==> src/hw/rtl/lkv_pkg.sv <==
// Shared types and constants for the LRU key-value cache.
// No dependencies; the interface files and the cache refer to this package by scoped names.
`timescale 1ns / 1ps
`default_nettype none

package lkv_pkg;

	// Width of the key, value and evicted key fields on the channels
	localparam int FIELD_W = 32;

	// Capacity register
	localparam int            CAP_W     = 5;
	localparam logic [CAP_W-1:0] CAP_RESET = 5'd16;

	// Request operations
	localparam logic CMD_GET = 1'b0;
	localparam logic CMD_PUT = 1'b1;

endpackage

`default_nettype wire

==> src/hw/rtl/lkv_cfg_if.sv <==
// Configuration write channel: valid, ready and the capacity write data.
// Depends on lkv_pkg for the register width.
`timescale 1ns / 1ps
`default_nettype none

interface lkv_cfg_if;
	logic                        valid;
	logic                        ready;
	logic [lkv_pkg::CAP_W-1:0]   data;

	modport source (output valid, data, input ready);
	modport sink   (input valid, data, output ready);
endinterface

`default_nettype wire

==> src/hw/rtl/lkv_req_if.sv <==
// Request channel: valid, ready and one get or put item.
// Depends on lkv_pkg for the field widths.
`timescale 1ns / 1ps
`default_nettype none

interface lkv_req_if;
	logic                               valid;
	logic                               ready;
	logic                               cmd;
	logic signed [lkv_pkg::FIELD_W-1:0] key;
	logic signed [lkv_pkg::FIELD_W-1:0] value;

	modport source (output valid, cmd, key, value, input ready);
	modport sink   (input valid, cmd, key, value, output ready);
endinterface

`default_nettype wire

==> src/hw/rtl/lkv_rsp_if.sv <==
// Response channel: valid, ready and one result item.
// Depends on lkv_pkg for the field widths.
`timescale 1ns / 1ps
`default_nettype none

interface lkv_rsp_if;
	logic                               valid;
	logic                               ready;
	logic                               found;
	logic signed [lkv_pkg::FIELD_W-1:0] read_value;
	logic                               evicted;
	logic signed [lkv_pkg::FIELD_W-1:0] evicted_key;

	modport source (output valid, found, read_value, evicted, evicted_key, input ready);
	modport sink   (input valid, found, read_value, evicted, evicted_key, output ready);
endinterface

`default_nettype wire

==> src/hw/rtl/lkv_ram.sv <==
// Generic simple dual-port RAM: one write port, one read port, registered read.
// No dependencies.
`timescale 1ns / 1ps
`default_nettype none

module lkv_ram #(
	parameter int WIDTH = 32,
	parameter int DEPTH = 16
) (
	input  wire logic                     clk,
	input  wire logic                     we,
	input  wire logic [$clog2(DEPTH)-1:0] waddr,
	input  wire logic [WIDTH-1:0]         wdata,
	input  wire logic [$clog2(DEPTH)-1:0] raddr,
	output logic      [WIDTH-1:0]         rdata
);

	logic [WIDTH-1:0] mem [DEPTH];

	// Write and read, read data registered
	always_ff @(posedge clk) begin
		if (we) begin
			mem[waddr] <= wdata;
		end
		rdata <= mem[raddr];
	end

endmodule

`default_nettype wire

==> src/hw/rtl/lru_key_value_cache.sv <==
// Every item takes one sweep over the key and rank memories, which finds the hit, the
// least recent entry and a free slot; every item but a get miss then takes a second
// read-modify-write sweep of the rank memory, which renumbers recency. One item at a
// time: the next is accepted only once the result is loaded into the output register.
// Reset: valid marks, entry count and state cleared at once, capacity set to 16; no sweep.
// Depends on lkv_pkg, lkv_cfg_if, lkv_req_if, lkv_rsp_if and lkv_ram.
`timescale 1ns / 1ps
`default_nettype none

module lru_key_value_cache #(
	parameter int ENTRIES    = 16,
	parameter int KEY_BITS   = 32,
	parameter int VALUE_BITS = 32
) (
	input  wire logic clk,
	input  wire logic arst_n,
	lkv_cfg_if.sink   cfg,
	lkv_req_if.sink   req,
	lkv_rsp_if.source rsp
);

	localparam int IDX_W = $clog2(ENTRIES);
	localparam int CNT_W = $clog2(ENTRIES + 1);
	localparam int CMP_W = (CNT_W > lkv_pkg::CAP_W) ? CNT_W : lkv_pkg::CAP_W;
	localparam int FW    = lkv_pkg::FIELD_W;
	localparam int KX    = (KEY_BITS > FW) ? KEY_BITS : FW;
	localparam int VX    = (VALUE_BITS > FW) ? VALUE_BITS : FW;
	localparam logic [IDX_W-1:0] LAST_IDX = IDX_W'(ENTRIES - 1);

	typedef enum logic [2:0] {
		ST_IDLE,
		ST_SCAN,
		ST_UPD,
		ST_RANK,
		ST_DONE
	} state_t;

	state_t st_q;

	// Control registers
	logic [lkv_pkg::CAP_W-1:0] cap_q;
	logic [ENTRIES-1:0]        valid_q;
	logic [CNT_W-1:0]          cnt_q;
	logic                      sweep_on_q;
	logic [IDX_W-1:0]          sweep_q;
	logic                      sw_vld_s1;
	logic [IDX_W-1:0]          sw_idx_s1;
	logic                      hit_q;
	logic                      lru_have_q;
	logic                      free_have_q;
	logic                      out_vld_q;

	// Item and scan results
	logic                      cmd_q;
	logic [KEY_BITS-1:0]       key_q;
	logic [VALUE_BITS-1:0]     val_q;
	logic [IDX_W-1:0]          hit_idx_q;
	logic [IDX_W-1:0]          hit_rank_q;
	logic [IDX_W-1:0]          lru_idx_q;
	logic [IDX_W-1:0]          lru_rank_q;
	logic [KEY_BITS-1:0]       lru_key_q;
	logic [IDX_W-1:0]          free_idx_q;
	logic [IDX_W-1:0]          target_q;
	logic                      mode_all_q;
	logic                      res_found_q;
	logic                      res_ev_q;
	logic                      res_get_hit_q;
	logic [KEY_BITS-1:0]       res_evk_q;

	// Output register
	logic                      found_q;
	logic [FW-1:0]             rdv_q;
	logic                      ev_q;
	logic [FW-1:0]             evk_q;

	// Memory ports
	logic [KEY_BITS-1:0]       key_rdata;
	logic [VALUE_BITS-1:0]     val_rdata;
	logic [IDX_W-1:0]          rank_rdata;
	logic                      key_we;
	logic                      val_we;
	logic                      rank_we;
	logic [IDX_W-1:0]          rank_wdata;

	// Handshakes
	logic in_acc;
	logic load_out;
	assign cfg.ready = 1'b1;
	assign req.ready = (st_q == ST_IDLE);
	assign in_acc    = req.valid && req.ready;
	assign load_out  = (st_q == ST_DONE) && (!out_vld_q || rsp.ready);

	// Fit the request key and value to the stored widths
	logic [KX-1:0] key_ext;
	logic [VX-1:0] val_ext;
	assign key_ext = KX'(req.key);
	assign val_ext = VX'(req.value);

	// Scan compare on the entry just read
	logic scan_v;
	logic scan_match;
	logic scan_lru;
	assign scan_v     = valid_q[sw_idx_s1];
	assign scan_match = scan_v && (key_rdata == key_q);
	assign scan_lru   = scan_v && (!lru_have_q || (rank_rdata > lru_rank_q));

	// Decide the update from the scan results
	logic [CMP_W-1:0] cap_ext;
	logic [CMP_W-1:0] ent_ext;
	logic [CMP_W-1:0] eff_cap;
	logic             full;
	logic             is_put;
	logic             do_insert;
	logic             do_evict;
	logic [IDX_W-1:0] tgt;
	assign cap_ext   = CMP_W'(cap_q);
	assign ent_ext   = CMP_W'(ENTRIES);
	assign eff_cap   = (cap_ext == '0) ? CMP_W'(1) : ((cap_ext > ent_ext) ? ent_ext : cap_ext);
	assign full      = CMP_W'(cnt_q) >= eff_cap;
	assign is_put    = (cmd_q == lkv_pkg::CMD_PUT);
	assign do_insert = is_put && !hit_q;
	assign do_evict  = do_insert && full;
	assign tgt       = hit_q ? hit_idx_q : (full ? lru_idx_q : free_idx_q);

	// Renumber one rank: target becomes most recent, others age as needed
	always_comb begin
		if (sw_idx_s1 == target_q) begin
			rank_wdata = '0;
		end else if (valid_q[sw_idx_s1] && (mode_all_q || (rank_rdata < hit_rank_q))) begin
			rank_wdata = rank_rdata + IDX_W'(1);
		end else begin
			rank_wdata = rank_rdata;
		end
	end

	assign key_we  = (st_q == ST_UPD) && do_insert;
	assign val_we  = (st_q == ST_UPD) && is_put;
	assign rank_we = (st_q == ST_RANK) && sw_vld_s1;

	lkv_ram #(.WIDTH(KEY_BITS), .DEPTH(ENTRIES)) u_key_ram (
		.clk   (clk),
		.we    (key_we),
		.waddr (tgt),
		.wdata (key_q),
		.raddr (sweep_q),
		.rdata (key_rdata)
	);

	lkv_ram #(.WIDTH(VALUE_BITS), .DEPTH(ENTRIES)) u_val_ram (
		.clk   (clk),
		.we    (val_we),
		.waddr (tgt),
		.wdata (val_q),
		.raddr (hit_idx_q),
		.rdata (val_rdata)
	);

	lkv_ram #(.WIDTH(IDX_W), .DEPTH(ENTRIES)) u_rank_ram (
		.clk   (clk),
		.we    (rank_we),
		.waddr (sw_idx_s1),
		.wdata (rank_wdata),
		.raddr (sweep_q),
		.rdata (rank_rdata)
	);

	// Fit stored words to the output fields
	logic [KX-1:0] evk_ext;
	logic [VX-1:0] rdv_ext;
	assign evk_ext = KX'(res_evk_q);
	assign rdv_ext = VX'(val_rdata);

	// State, sweep control, valid marks, count, capacity and output valid
	always_ff @(posedge clk or negedge arst_n) begin
		if (!arst_n) begin
			st_q        <= ST_IDLE;
			cap_q       <= lkv_pkg::CAP_RESET;
			valid_q     <= '0;
			cnt_q       <= '0;
			sweep_on_q  <= 1'b0;
			sweep_q     <= '0;
			sw_vld_s1   <= 1'b0;
			sw_idx_s1   <= '0;
			hit_q       <= 1'b0;
			lru_have_q  <= 1'b0;
			free_have_q <= 1'b0;
			out_vld_q   <= 1'b0;
		end else begin
			if (cfg.valid && cfg.ready) begin
				cap_q <= cfg.data;
			end

			// Advance the memory sweep
			sw_vld_s1 <= sweep_on_q;
			sw_idx_s1 <= sweep_q;
			if (sweep_on_q) begin
				sweep_q <= sweep_q + IDX_W'(1);
				if (sweep_q == LAST_IDX) begin
					sweep_on_q <= 1'b0;
				end
			end

			unique case (st_q)
				ST_IDLE: begin
					if (in_acc) begin
						st_q        <= ST_SCAN;
						sweep_q     <= '0;
						sweep_on_q  <= 1'b1;
						hit_q       <= 1'b0;
						lru_have_q  <= 1'b0;
						free_have_q <= 1'b0;
					end
				end
				ST_SCAN: begin
					if (sw_vld_s1) begin
						if (scan_match) begin
							hit_q <= 1'b1;
						end
						if (scan_lru) begin
							lru_have_q <= 1'b1;
						end
						if (!scan_v) begin
							free_have_q <= 1'b1;
						end
						if (sw_idx_s1 == LAST_IDX) begin
							st_q <= ST_UPD;
						end
					end
				end
				ST_UPD: begin
					if (do_insert) begin
						valid_q[tgt] <= 1'b1;
						if (!full) begin
							cnt_q <= cnt_q + CNT_W'(1);
						end
					end
					if (hit_q || is_put) begin
						st_q       <= ST_RANK;
						sweep_q    <= '0;
						sweep_on_q <= 1'b1;
					end else begin
						st_q <= ST_DONE;
					end
				end
				ST_RANK: begin
					if (sw_vld_s1 && (sw_idx_s1 == LAST_IDX)) begin
						st_q <= ST_DONE;
					end
				end
				ST_DONE: begin
					if (load_out) begin
						st_q <= ST_IDLE;
					end
				end
				default: begin
					st_q <= ST_IDLE;
				end
			endcase

			// Hold the result until taken
			if (load_out) begin
				out_vld_q <= 1'b1;
			end else if (rsp.ready) begin
				out_vld_q <= 1'b0;
			end
		end
	end

	// Item, scan results and output payload
	always_ff @(posedge clk) begin
		if (in_acc) begin
			cmd_q <= req.cmd;
			key_q <= key_ext[KEY_BITS-1:0];
			val_q <= val_ext[VALUE_BITS-1:0];
		end
		if ((st_q == ST_SCAN) && sw_vld_s1) begin
			if (scan_match) begin
				hit_idx_q  <= sw_idx_s1;
				hit_rank_q <= rank_rdata;
			end
			if (scan_lru) begin
				lru_idx_q  <= sw_idx_s1;
				lru_rank_q <= rank_rdata;
				lru_key_q  <= key_rdata;
			end
			if (!scan_v && !free_have_q) begin
				free_idx_q <= sw_idx_s1;
			end
		end
		if (st_q == ST_UPD) begin
			target_q      <= tgt;
			mode_all_q    <= !hit_q;
			res_found_q   <= hit_q;
			res_ev_q      <= do_evict;
			res_evk_q     <= do_evict ? lru_key_q : '0;
			res_get_hit_q <= hit_q && !is_put;
		end
		if (load_out) begin
			found_q <= res_found_q;
			rdv_q   <= res_get_hit_q ? rdv_ext[FW-1:0] : '0;
			ev_q    <= res_ev_q;
			evk_q   <= evk_ext[FW-1:0];
		end
	end

	assign rsp.valid       = out_vld_q;
	assign rsp.found       = found_q;
	assign rsp.read_value  = rdv_q;
	assign rsp.evicted     = ev_q;
	assign rsp.evicted_key = evk_q;

	// The count tracks the valid marks
	a_cnt_matches: assert property (@(posedge clk) disable iff (!arst_n)
		$countones(valid_q) == int'(cnt_q))
		else $error("entry count differs from number of valid entries");

	// The count never exceeds the store
	a_cnt_bound: assert property (@(posedge clk) disable iff (!arst_n)
		int'(cnt_q) <= ENTRIES)
		else $error("entry count above ENTRIES");

	// An eviction comes only from a put of a new key into a full store
	a_evict_put: assert property (@(posedge clk) disable iff (!arst_n)
		(st_q == ST_UPD) && do_evict |-> is_put && !hit_q && lru_have_q)
		else $error("eviction without a put miss on a full store");

endmodule

`default_nettype wire
==> src/flat_wrapper.sv <==
// flat-port wrapper written by rule: the top's interface ports become plain ports
module lru_key_value_cache_flat 
#(
	parameter int ENTRIES    = 16,
	parameter int KEY_BITS   = 32,
	parameter int VALUE_BITS = 32
)
  (clk, arst_n, cfg_valid, cfg_data, cfg_ready, req_valid, req_cmd, req_key, req_value, req_ready, rsp_valid, rsp_found, rsp_read_value, rsp_evicted, rsp_evicted_key, rsp_ready);
  lkv_cfg_if cfg_i ();
  lkv_req_if req_i ();
  lkv_rsp_if rsp_i ();
  input  wire logic clk;
  input  wire logic arst_n;
  input wire logic [$bits(cfg_i.valid)-1:0] cfg_valid;
  input wire logic [$bits(cfg_i.data)-1:0] cfg_data;
  output wire logic [$bits(cfg_i.ready)-1:0] cfg_ready;
  input wire logic [$bits(req_i.valid)-1:0] req_valid;
  input wire logic [$bits(req_i.cmd)-1:0] req_cmd;
  input wire logic [$bits(req_i.key)-1:0] req_key;
  input wire logic [$bits(req_i.value)-1:0] req_value;
  output wire logic [$bits(req_i.ready)-1:0] req_ready;
  output wire logic [$bits(rsp_i.valid)-1:0] rsp_valid;
  output wire logic [$bits(rsp_i.found)-1:0] rsp_found;
  output wire logic [$bits(rsp_i.read_value)-1:0] rsp_read_value;
  output wire logic [$bits(rsp_i.evicted)-1:0] rsp_evicted;
  output wire logic [$bits(rsp_i.evicted_key)-1:0] rsp_evicted_key;
  input wire logic [$bits(rsp_i.ready)-1:0] rsp_ready;
  assign cfg_i.valid = cfg_valid;
  assign cfg_i.data = cfg_data;
  assign cfg_ready = cfg_i.ready;
  assign req_i.valid = req_valid;
  assign req_i.cmd = req_cmd;
  assign req_i.key = req_key;
  assign req_i.value = req_value;
  assign req_ready = req_i.ready;
  assign rsp_valid = rsp_i.valid;
  assign rsp_found = rsp_i.found;
  assign rsp_read_value = rsp_i.read_value;
  assign rsp_evicted = rsp_i.evicted;
  assign rsp_evicted_key = rsp_i.evicted_key;
  assign rsp_i.ready = rsp_ready;
  lru_key_value_cache #(.ENTRIES(ENTRIES), .KEY_BITS(KEY_BITS), .VALUE_BITS(VALUE_BITS)) u_core (.clk(clk), .arst_n(arst_n), .cfg(cfg_i), .req(req_i), .rsp(rsp_i));
endmodule
==> config.mk <==
export PLATFORM = sky130hd
export DESIGN_NAME = lru_key_value_cache_flat
export DESIGN_NICKNAME = d
export VERILOG_FILES = /design/src/hw/rtl/lkv_pkg.sv /design/src/hw/rtl/lkv_cfg_if.sv /design/src/hw/rtl/lkv_req_if.sv /design/src/hw/rtl/lkv_rsp_if.sv /design/src/hw/rtl/lkv_ram.sv /design/src/hw/rtl/lru_key_value_cache.sv /design/src/flat_wrapper.sv
export SDC_FILE = /design/constraint.sdc
export NUM_CORES = 1
export LEC_CHECK = 0
export BUFFER_PORTS_ARGS = -buffer_cell sky130_fd_sc_hd__buf_2
export CAP_MARGIN = 30
export CORE_MARGIN = 10
export CORE_UTILIZATION = 65
export CTS_BUF_LIST = sky130_fd_sc_hd__clkbuf_8
export DETAILED_ROUTE_END_ITERATION = 6
export PLACE_DENSITY_LB_ADDON = 0.05
export SYNTH_ARGS = -nofsm -noshare
export SYNTH_HDL_FRONTEND = slang
export SYNTH_HIERARCHICAL = 1
export SYNTH_SLANG_ARGS = --single-unit
==> constraint.sdc <==
create_clock -name clk -period 9.1 [get_ports clk]
set_input_delay 1.82 -clock clk [delete_from_list [all_inputs] [get_ports clk]]
set_output_delay 1.82 -clock clk [all_outputs]
set_load 0.05 [all_outputs]
==> results.cfg <==
[clocking]
clk_pin_slew_worst_paths_ns = 0.06
htreeDepth = 4
cts_resized = 0
cts.path.max_buffers = 3
ctsHoldBuffers = 0
clk_latency_ns = 0.86
cts_made_buffers = 210
numClockSinks = 1422
cts_root_buffer = clkbuf_8
cts_tree = built
cts_setup_buffers = 0

[detailed_routing]
highest-signal-layer = met4
drt_drc_violations_left = 0
met1_length_mm = 43.0
routed_via_density = 6.29
ant_nets = 0
drt_wl_total_mm = 107
routedWlPerCell_um = 27.1
route.vias.total = 24800
wl_met2_mm = 55.3
drtIter0Drc = 2243
drt-pass1-iter-count = 5
wl_met3_mm = 6.95

[timing]
fmax_ghz = 0.224
clock_skew_ns = 0.0493
min_period_ns = 4.46
setup_tns_ns = 0
relSlewSlack = 0.334
min_period_over_period = 0.490
slew_viol_final = 0
tightest_slew_ns = 0.999
final-hold-violation-count = 0
finalSetupViolCount = 0
whs_ns = 0.407
rsz0062_at_grt = no

[finish]
drive_above_1_share = 0.279
synthToLayoutAreaGrowth_pct = 12.6
fillers = 4570
final_nets = 2796

[setup_path]
crit_top_cell = inv_1
crit_fanout = 17
timing.rr.start = u_core/cap_ext[4]$_DFFE_PN1P_
r2r_end = u_core/u_key_ram/mem[13][22]$_DFFE_PP_
cp_slowest_cell = nor2_4
worstPathRequired_ns = 9.63
path_class = flop to flop
r2r_cells = 10
end_kind = flop
arrival_ns = 5.00
crit_path_start_kind = flop
path_cells = inv_1 -> ha_1 -> a21oi_1 -> inv_1 -> and3_1 -> a221oi_1 -> nand2_1 -> nand2b_1 -> nor2_4 -> buf_16
rrSetupSlack_ns = 4.64
slowest_delay_ns = 0.66

[pwr]
p_seq_frac = 0.536
p_per_area_nw_per_um2 = 254
power.switching_uw = 3950
power_frac_comb = 0.141
sw_frac_of_total = 0.264
cellLeakagePower_uw = 0.0198
internal_power_uw = 11000
ir_worst_vdd_mv = 0.183
clock_power_share = 0.323

[global_route]
grt_overflow = 0
antenna_found_initial = 3
grt_use_total = 0.235
grt_pass1_wl_mm = 164
grt_pass1_vias = 26500
grt_max_degree = 111

[floorplan]
rows = 104
die_height_um = 304
io_pins = 144
die_w_um = 304
start_util = 0.654
coreArea_um2 = 80200
dieArea_um2 = 92300

[logic_synthesis]
ys_seq_area_frac = 0.798
synthFlopType = edfxtp_1
ys_async_sr_fraction = 0.0302
avgSynthCellArea_um2 = 21.9
netlist_area_um2 = 52400
synth_edf_count = 1311
synthCells = 2392
ys_types = 59
syn-num-nets = 2482
synth-seq-cells = 1422
synth_warnings = 6

[hold_path]
hold_end = u_core/rsp.evicted_key[15]$_DFFE_PP_
min_path_type = flop to flop
hp-start = u_core/evk_ext[15]$_SDFFCE_PN0P_
hold-path-cell-count = 0

[status]
status = complete, no violations

[placed_design]
numPortBuffers = 142
hpwl_mm = 61.2
gp_congestion = 0.806

[job]
maxCapViolations = 0
==> critical path: cells and delay by family (launching register included) <==
family	cells	cell delay, ns
and+or+nand+nor	4	1.97
AOI/OAI and AO/OA	2	0.81
DFF	1	0.53
buffers and inverters	3	0.43
adders and majority gates	1	0.41
==> per-stage QoR <==
step                      area [um^2]  total power (uW)  setup WS [ns]  std cells  utilization
after floorplan                 52400              9540           3.83       2392            -
after global placement          54500             10200           4.71       3536        0.680
after detailed placement        54900             10300           4.70       3551        0.685
after CTS                       58900             15100           4.70       3948        0.735
after global routing            59000             15600           4.39       3952        0.736
final                           59000             15000           4.64       3952        0.736
==> logic make-up (layout without fill, tap and decap cells) <==
logic type      after synthesis  after routing  share of synthesized area
compound gates              194            194                     0.0277
xor+xnor                     44             44                    0.00736
fa+ha+maj                    15             15                    0.00358
buf+inv                     118            617                     0.0115
flops                      1422           1422                      0.798
mux                         285            285                      0.122
other cells                   1              2                  0.0000716
simple gates                313            313                     0.0300
==> layout make-up <==
class | count | area, um^2 | share of cell area
Timing Repair Buffer | 205 | 1460 | 0.0247
Clock inverter | 169 | 930 | 0.0158
Multi-Input combinational cell | 852 | 10300 | 0.174
Sequential cell | 1422 | 41800 | 0.709
Antenna cell | 1 | 2.50 | 0.0000424
Tap cell | 1060 | 1330 | 0.0225
Inverter | 15 | 58.8 | 0.000997
Clock buffer | 228 | 3140 | 0.0532
==> how the worst max path moves through the flow <==
| stage | from | to | slack, ns |
|---|---|---|---|
| 5_1_grt | u_core/cap_ext[4]$_DFFE_PN1P_ | u_core/u_key_ram/mem[13][21]$_DFFE_PP_ | 4.39 |
| 3_3_place_gp | u_core/cap_ext[1]$_DFFE_PN0P_ | u_core/u_key_ram/mem[13][23]$_DFFE_PP_ | 4.71 |
| 4_1_cts | u_core/cap_ext[4]$_DFFE_PN1P_ | u_core/u_key_ram/mem[13][23]$_DFFE_PP_ | 4.70 |
| 3_5_place_dp | u_core/cap_ext[4]$_DFFE_PN1P_ | u_core/u_key_ram/mem[13][23]$_DFFE_PP_ | 4.70 |
| 6_report | u_core/cap_ext[4]$_DFFE_PN1P_ | u_core/u_key_ram/mem[13][22]$_DFFE_PP_ | 4.64 |
| 2_1_floorplan | u_core/st_q[0]$_DFFE_PN0P_ | u_core/u_key_ram/mem[0][0]$_DFFE_PP_ | 3.83 |
==> metal layers <==
layer,vias up,track usage
li1,10600,-
met1,13100,0.318
met2,1001,0.393
met3,146,0.0412
met4,0,0.0677
met5,-,0
==> layout by cell type, fill, tap and decap left out, types with 5 or more instances in the layout <==
cell / instances
bufinv_16: 5
dfxtp_1: 68
clkbuf_8: 228
inv_1: 102
and3_1: 7
xor2_1: 38
clkinv_1: 32
o21bai_1: 16
mux2_2: 5
and2_1: 67
nand2_1: 90
o21ai_0: 6
mux4_1: 14
nand3b_1: 9
nor2_4: 26
nor4_1: 10
dfrtp_1: 40
nand2b_1: 14
mux4_2: 263
edfxtp_1: 1311
nand4_1: 9
buf_4: 45
buf_16: 10
a21oi_1: 8
xnor2_1: 6
ha_1: 15
buf_12: 6
nor3_2: 8
nor3_1: 8
buf_2: 143
nor2b_1: 7
clkinv_2: 30
nand3_1: 14
a22oi_1: 132
a21o_1: 7
nor2_1: 32
==> flip-flops by register name, summed over array words and instances, names as in the netlist, 32 cells and up <==
register	cells
u_core/rsp.evicted_key	32
u_core/u_key_ram/rdata	32
u_core/evk_ext	32
u_core/lru_key_q	32
u_core/u_val_ram/rdata	32
u_core/u_val_ram/mem	512
u_core/u_rank_ram/mem	64
u_core/val_q	32
u_core/key_q	32
u_core/u_key_ram/mem	512
u_core/rsp.read_value	32
==> synth_stat cells (10+ instances only) <==
cell,count,area [um^2]
nor3_1,16,80.1
dfxtp_1,68,1360
nand3_1,14,70.1
nand2b_1,14,87.6
dfrtp_1,42,1050
buf_4,23,173
mux4_1,14,368
nand2_1,90,338
mux4_2,263,5920
clkbuf_1,46,173
nor2b_1,11,68.8
buf_1,18,67.6
inv_1,15,56.3
edfxtp_1,1311,39400
a22oi_1,132,991
ha_1,15,188
and2_1,68,425
nor2_1,58,218
nor4_1,10,62.6
xor2_1,38,333
o21bai_1,16,120
==> power by group through the flow <==
stage	registers, uW	logic (uW)	clock network, uW
5_1_grt	8080	2280	5240
3_3_place_gp	8150	2040	0
4_1_cts	8040	2130	4940
3_5_place_dp	8170	2120	0
6_report	8030	2110	4830
2_1_floorplan	7960	1580	0
Power figures use the tool's default switching activity.
